**src/design/priority_lock_manager_unit_macros.svh**
```systemverilog
// assertion macros for the priority lock manager
`ifndef PRIORITY_LOCK_MANAGER_UNIT_MACROS_SVH
`define PRIORITY_LOCK_MANAGER_UNIT_MACROS_SVH
`ifndef NO_ASSERTIONS
// condition holds on every clock edge out of reset
`define PLM_ASSERT_ALWAYS(lbl, cond, msg) \
  lbl: assert property (@(posedge clk) disable iff (!rst_n) (cond)) else $error(msg);
// consequent holds in the same cycle as the antecedent
`define PLM_ASSERT_IMP(lbl, ante, cons, msg) \
  lbl: assert property (@(posedge clk) disable iff (!rst_n) (ante) |-> (cons)) else $error(msg);
// consequent holds in the cycle after the antecedent
`define PLM_ASSERT_NEXT(lbl, ante, cons, msg) \
  lbl: assert property (@(posedge clk) disable iff (!rst_n) (ante) |=> (cons)) else $error(msg);
`else
`define PLM_ASSERT_ALWAYS(lbl, cond, msg)
`define PLM_ASSERT_IMP(lbl, ante, cons, msg)
`define PLM_ASSERT_NEXT(lbl, ante, cons, msg)
`endif
`endif

```
**src/design/plm_pkg.sv**
```systemverilog
// shared types and status codes for the priority lock manager
`timescale 1ns / 1ps
package plm_pkg;

  // result status codes
  typedef enum logic [2:0] {
    ST_GRANTED = 3'd0,
    ST_QUEUED  = 3'd1,
    ST_DROPPED = 3'd2,
    ST_FREED   = 3'd3,
    ST_HANDED  = 3'd4
  } status_t;

  // command codes
  typedef enum logic {
    CMD_ACQUIRE = 1'b0,
    CMD_RELEASE = 1'b1
  } cmd_t;

  // per-cycle control broadcast to every queue cell
  typedef struct packed {
    logic insert;
    logic pop;
  } cell_ctrl_t;

  localparam int IdPortW = 16;
  localparam int CountPortW = 5;

endpackage

```
**src/design/plm_cell.sv**
```systemverilog
// one slot of the sorted wait queue: holds an id and a valid bit
`timescale 1ns / 1ps
module plm_cell #(
  parameter int ID_WIDTH = 16
) (
  input  logic                clk,
  input  logic                rst_n,
  input  plm_pkg::cell_ctrl_t ctrl,
  input  logic [ID_WIDTH-1:0] new_id,
  input  logic                left_ge,
  input  logic [ID_WIDTH-1:0] left_id,
  input  logic                left_valid,
  input  logic [ID_WIDTH-1:0] right_id,
  input  logic                right_valid,
  output logic                ge,
  output logic [ID_WIDTH-1:0] id_q,
  output logic                valid_q
);
  import plm_pkg::*;

  logic [ID_WIDTH-1:0] id_r, id_nxt;
  logic                valid_r, valid_nxt;

  // new id goes at or before this slot: empty or holding an equal or higher id
  assign ge      = !valid_r || (id_r >= new_id);
  assign id_q    = id_r;
  assign valid_q = valid_r;

  // insert shifts toward the tail, pop shifts toward the head
  always_comb begin
    id_nxt    = id_r;
    valid_nxt = valid_r;
    if (ctrl.insert) begin
      if (left_ge) begin
        id_nxt    = left_id;
        valid_nxt = left_valid;
      end else if (ge) begin
        id_nxt    = new_id;
        valid_nxt = 1'b1;
      end
    end else if (ctrl.pop) begin
      id_nxt    = right_id;
      valid_nxt = right_valid;
    end
  end

  // valid bit is control, id is payload
  always_ff @(posedge clk) begin
    if (!rst_n) begin
      valid_r <= 1'b0;
    end else begin
      valid_r <= valid_nxt;
    end
  end

  always_ff @(posedge clk) begin
    id_r <= id_nxt;
  end

endmodule

```
**src/design/priority_lock_manager_unit.sv**
```systemverilog
// top level of the priority lock manager: lock state, sorted wait queue, result register
//
// Lock with a wait queue kept sorted by requester id, lowest first. Pulse start with
// in_cmd (acquire or release) and in_requester_id; busy is always low, so a new word
// may be issued every cycle. The queue is a row of QUEUE_DEPTH cells that each compare
// their id against the incoming one and shift together, which sets the rate at one
// word per cycle. The result appears on the out_ ports in the cycle after the word
// is taken, marked by out_valid for that one cycle; it cannot be held off, so capture
// it when out_valid is high. No clearing pass is needed after reset.
`timescale 1ns / 1ps
`include "priority_lock_manager_unit_macros.svh"
module priority_lock_manager_unit #(
  parameter int QUEUE_DEPTH = 16,
  parameter int ID_WIDTH    = 16
) (
  input  logic                             clk,
  input  logic                             rst_n,
  input  logic                             start,
  output logic                             busy,
  input  logic                             in_cmd,
  input  logic [plm_pkg::IdPortW-1:0]      in_requester_id,
  output logic                             out_valid,
  output logic [2:0]                       out_status,
  output logic [plm_pkg::IdPortW-1:0]      out_owner_id,
  output logic                             out_lock_held,
  output logic [plm_pkg::IdPortW-1:0]      out_woken_id,
  output logic [plm_pkg::CountPortW-1:0]   out_waiting_count
);
  import plm_pkg::*;

  localparam int CntW = $clog2(QUEUE_DEPTH + 1);

  logic                in_accept;
  logic [ID_WIDTH+IdPortW-1:0] id_ext;
  logic [ID_WIDTH-1:0] req_id;
  cell_ctrl_t          ctrl;

  logic [QUEUE_DEPTH-1:0] ge_vec;
  logic [QUEUE_DEPTH-1:0] valid_vec;
  logic [ID_WIDTH-1:0]    id_arr [QUEUE_DEPTH];

  logic                held_r, held_nxt;
  logic [ID_WIDTH-1:0] holder_r, holder_nxt;
  logic [CntW-1:0]     count_r, count_nxt;
  logic [ID_WIDTH-1:0] woken;
  status_t             status;

  logic                out_valid_r;
  status_t             out_status_r;
  logic [IdPortW-1:0]  out_owner_r;
  logic                out_held_r;
  logic [IdPortW-1:0]  out_woken_r;
  logic [CountPortW-1:0] out_count_r;

  logic [ID_WIDTH+IdPortW-1:0] owner_ext, woken_ext;
  logic [CntW+CountPortW-1:0]  count_ext;

  assign busy      = 1'b0;
  assign in_accept = start && !busy;

  // requester id reduced or widened to the stored id width
  assign id_ext = {{ID_WIDTH{1'b0}}, in_requester_id};
  assign req_id = id_ext[ID_WIDTH-1:0];

  // lock decision and queue control
  always_comb begin
    held_nxt    = held_r;
    holder_nxt  = holder_r;
    count_nxt   = count_r;
    woken       = '0;
    status      = ST_GRANTED;
    ctrl.insert = 1'b0;
    ctrl.pop    = 1'b0;
    if (in_cmd == CMD_ACQUIRE) begin
      if (!held_r) begin
        held_nxt   = 1'b1;
        holder_nxt = req_id;
        status     = ST_GRANTED;
      end else if (!valid_vec[QUEUE_DEPTH-1]) begin
        ctrl.insert = in_accept;
        count_nxt   = count_r + CntW'(1);
        status      = ST_QUEUED;
      end else begin
        status = ST_DROPPED;
      end
    end else begin
      if (valid_vec[0]) begin
        ctrl.pop   = in_accept;
        woken      = id_arr[0];
        held_nxt   = 1'b1;
        holder_nxt = id_arr[0];
        count_nxt  = count_r - CntW'(1);
        status     = ST_HANDED;
      end else begin
        held_nxt   = 1'b0;
        holder_nxt = '0;
        status     = ST_FREED;
      end
    end
  end

  // chain of queue cells, head at index 0
  for (genvar i = 0; i < QUEUE_DEPTH; i++) begin : g_cell
    logic                l_ge;
    logic [ID_WIDTH-1:0] l_id;
    logic                l_valid;
    logic [ID_WIDTH-1:0] r_id;
    logic                r_valid;

    if (i == 0) begin : g_head
      assign l_ge    = 1'b0;
      assign l_id    = '0;
      assign l_valid = 1'b0;
    end else begin : g_mid
      assign l_ge    = ge_vec[i-1];
      assign l_id    = id_arr[i-1];
      assign l_valid = valid_vec[i-1];
    end

    if (i == QUEUE_DEPTH - 1) begin : g_tail
      assign r_id    = '0;
      assign r_valid = 1'b0;
    end else begin : g_body
      assign r_id    = id_arr[i+1];
      assign r_valid = valid_vec[i+1];
    end

    plm_cell #(
      .ID_WIDTH(ID_WIDTH)
    ) u_cell (
      .clk        (clk),
      .rst_n      (rst_n),
      .ctrl       (ctrl),
      .new_id     (req_id),
      .left_ge    (l_ge),
      .left_id    (l_id),
      .left_valid (l_valid),
      .right_id   (r_id),
      .right_valid(r_valid),
      .ge         (ge_vec[i]),
      .id_q       (id_arr[i]),
      .valid_q    (valid_vec[i])
    );
  end

  // result fields sized to the port widths
  assign owner_ext = {{IdPortW{1'b0}}, (held_nxt ? holder_nxt : {ID_WIDTH{1'b0}})};
  assign woken_ext = {{IdPortW{1'b0}}, woken};
  assign count_ext = {{CountPortW{1'b0}}, count_nxt};

  // lock state and result strobe
  always_ff @(posedge clk) begin
    if (!rst_n) begin
      held_r      <= 1'b0;
      holder_r    <= '0;
      count_r     <= '0;
      out_valid_r <= 1'b0;
    end else begin
      out_valid_r <= in_accept;
      if (in_accept) begin
        held_r   <= held_nxt;
        holder_r <= holder_nxt;
        count_r  <= count_nxt;
      end
    end
  end

  // result payload
  always_ff @(posedge clk) begin
    if (in_accept) begin
      out_status_r <= status;
      out_owner_r  <= owner_ext[IdPortW-1:0];
      out_held_r   <= held_nxt;
      out_woken_r  <= woken_ext[IdPortW-1:0];
      out_count_r  <= count_ext[CountPortW-1:0];
    end
  end

  assign out_valid         = out_valid_r;
  assign out_status        = out_status_r;
  assign out_owner_id      = out_owner_r;
  assign out_lock_held     = out_held_r;
  assign out_woken_id      = out_woken_r;
  assign out_waiting_count = out_count_r;

  // checks
  `PLM_ASSERT_ALWAYS(a_count_match, count_r == CntW'($countones(valid_vec)), "count mismatch")
  `PLM_ASSERT_ALWAYS(a_valid_prefix, ((valid_vec + QUEUE_DEPTH'(1)) & valid_vec) == '0, "queue has a hole")
  `PLM_ASSERT_IMP(a_queue_needs_holder, valid_vec[0], held_r, "waiters on a free lock")
  `PLM_ASSERT_NEXT(a_result_strobe, in_accept, out_valid, "missing result")

endmodule

```
**config.mk**
```make
export PLATFORM = sky130hd
export DESIGN_NAME = priority_lock_manager_unit
export DESIGN_NICKNAME = d
export VERILOG_FILES = /design/src/design/plm_pkg.sv /design/src/design/plm_cell.sv /design/src/design/priority_lock_manager_unit.sv
export VERILOG_INCLUDE_DIRS = /design/src /design/src/design
export SDC_FILE = /design/constraint.sdc
export NUM_CORES = 1
export LEC_CHECK = 0
export ABC_AREA = 1
export BUFFER_PORTS_ARGS = -buffer_cell sky130_fd_sc_hd__clkbuf_2
export CAP_MARGIN = 20
export CORE_MARGIN = 2
export CORE_UTILIZATION = 50
export DETAILED_ROUTE_END_ITERATION = 6
export HOLD_SLACK_MARGIN = 0.06
export PLACE_DENSITY_LB_ADDON = 0.1
export RECOVER_POWER = 100
export SLEW_MARGIN = 20
export SYNTH_ARGS = -nofsm -noshare
export SYNTH_HDL_FRONTEND = slang
export SYNTH_SLANG_ARGS = --single-unit
```
**constraint.sdc**
```tcl
create_clock -name clk -period 3.95 [get_ports clk]
set_input_delay 0 -clock clk [delete_from_list [all_inputs] [get_ports clk]]
set_output_delay 0 -clock clk [all_outputs]
set_load 0.005 [all_outputs]
```
==> results.tsv <==
metric	value	unit
clk_latency	580	ps
die_height	216	um
num_antenna_cells	0	
cts.repair.resized	0	
cell_internal_pwr	6750	uW
cts-root-buf	clkbuf_16	
grt-ovfl-total	0	
hpwl	49600	um
gp_congestion	0.889	
core	0.0442	sq mm
grt_antenna_before_repair	1	
start_util	50.8	%
synth_top_area_share	39.7	%
tritoncts	done	
synth_commonest_cells	701 x nand2_1, 345 x a21oi_1, 297 x edfxtp_1, 285 x inv_1, 242 x ha_1	
rsz0062_at_grt	false	
rrSetupSlack	380	ps
p_clk_share	41.4	%
synthTopCellsByArea	edfxtp_1 40%, ha_1 13%, nand2_1 12%	
instances_no_fill	3426	
layout-drive-gt1-share	6.85	%
critPathMaxFanout	18	
clkTransAtPathRegs	60	ps
hold_path.class	input port to flop	
grt_pass1_vias	19438	
cts_inserted_buffers	40	
drt_iter0_markers	1736	
startpoint_type	input port	
finalSetupTns	0	ps
cp.required	4350	ps
grt_util_all_layers	30.9	%
vias	19834	
status	complete, no violations	
leakage	0.0109	uW
cap_viol_max_count	0	
drv_slew	0	
async_flop_share	0	%
h-tree-depth	2	
clockBufferDepth	3	
setup_viol	0	
finalCriticalPeriod	3600	ps
synth_cell_type_count	41	
layout.nets	3065	
grt_max_degree	159	
critPathCaptureType	flop	
dieWidth	216	um
ioPinCount	63	
yosys.area.top_type	edfxtp_1	
min_period_over_period	91.2	%
synth.most_common_cell	nand2_1	
ys_ff_latch	336	
drc	0	
powerDensity	377	mW/mm^2
ys.flop_type	edfxtp_1	
synth-edff-count	297	
row_count	77	
avgRoutedWirePerCell	21.1	um
maxSlewHeadroom	10.0	%
critPathKind	input port to flop	
netlist_instances	2757	
wirelength	72200	um
syn_to_final_growth	10.0	%
avgViaCountPerCell	5.79	
ir_drop	301	uV
p_sw_share	27.5	%
synth-seq-area-share	43.2	%
syn_area_per_cell	8.14	sq um
worst_slew_pin_slew	1350	ps
yosysWarnings	0	
ant_nets	0	
die-area	0.0466	sq mm
final_hold_viol_count	0	
drtPass1Iterations	6	
syn_area	0.0224	sq mm
dp_cells	3344	
timing.fmax	277	MHz
grt_pass1_wl	111000	um
pwr-share-comb	13.8	%
fin_skew	21.9	ps
p_sw	2560	uW
critPathArrivalTime	4010	ps
clkSinkCount	336	
p_seq_share	44.8	%
portBuffers	61	
syn_nets	3019	
## repair_timing
| item | in CTS | in global routing |
|---|---|---|
| setup buffers | 0 | 0 |
| setup endpoints to repair | 0 | 0 |
| hold buffers | 8 | 1 |
| hold endpoints to repair | 32 | 1 |
## metal layers
layer | track usage, % | up-vias | wire length [um]
met2 | 52.4 | 738 | 34500
met1 | 39.7 | 9537 | 29600
met4 | 11.9 | 0 | 2920
met5 | 0 | - | 0
met3 | 4.85 | 167 | 5160
li1 | - | 9392 | -
## power by group through the flow
stage	registers [uW]	clock network, uW	logic, uW
2_1_floorplan	4200	0	837
3_3_place_gp	4230	0	1220
3_5_place_dp	4240	0	1260
4_1_cts	4170	3900	1280
5_1_grt	4180	4020	1440
6_report	4170	3860	1290
## final timing paths
kind / start / to / cells after the start
setup reg to reg: held_r / g_cell[14].u_cell.id_q[5] / 10
setup / recovery: in_requester_id[9] / g_cell[11].u_cell.id_q[0] / 12
hold / removal: in_requester_id[7] / g_cell[15].u_cell.id_q[7] / 4
hold reg to reg: g_cell[14].u_cell.valid_q / g_cell[15].u_cell.valid_q / 2
## metrics by stage
stage	util, %	total power [uW]	hold WS [ps]	setup slack, ps	area, sq um
finish	55.9	9310	69.4	346	24700
global placement	52.7	5460	373	780	23300
floorplan	-	5040	112	913	22400
CTS	55.9	9340	61.8	739	24700
global route	55.9	9640	73.0	180	24700
detailed placement	52.7	5500	373	731	23300
## cell families after synthesis
logic type	count (synthesis)	share of synthesized area [%]
AO/OA/AOI/OAI	610	14.4
XOR/XNOR	4	0.156
adder cells (fa/ha/maj)	242	13.5
buffers and inverters	436	8.35
flip-flops	336	43.2
other	1	0.0167
AND/OR/NAND/NOR	1128	20.4
## critical path, stage by stage
cell and delay [ps]:
dlygate4sd3_1 550, clkbuf_2 400, clkinv_1 520, buf_4 400, ha_1 340, a21oi_1 170
o21ai_0 100, a21oi_1 140, nand2_1 450, inv_1 620, nand2_1 100, a22oi_1 180
## registers in the layout, summed over array words and instances (netlist names)
name                   count
held_r                     1
out_waiting_count          5
out_owner_id              16
holder_r                  16
out_lock_held              1
out_valid                  1
g_cell.u_cell.valid_q     16
out_status                 3
count_r                    5
out_woken_id              16
g_cell.u_cell.id_q       256
## layout make-up
| cell class | count | area [sq um] |
|---|---|---|
| flip-flops and latches | 336 | 9700 |
| fillers | 4116 | 19500 |
| inverters | 304 | 1140 |
| multi-input cells | 1985 | 10900 |
| clock inverters | 16 | 188 |
| well taps | 592 | 741 |
| clock buffers | 57 | 1150 |
| repair buffers | 136 | 913 |
## cells in the final DEF (no fill, tap or decap), drive strengths merged, types with 2 or more instances in the layout
cell,count
clkinv,26
nor4,6
o21bai,9
bufinv,4
edfxtp,297
clkinvlp,2
inv,288
a21oi,355
a21o,6
dfxtp,39
nand3,155
nor2,236
nor3,4
a22oi,7
ha,242
o21a,9
buf,59
a211oi,2
nand4,15
o21ai,203
and2,2
dlygate4sd3,9
xor2,4
o211ai,15
clkbuf,125
o31ai,2
nand2,709
Note: power is estimated with default switching activity, not from simulation.
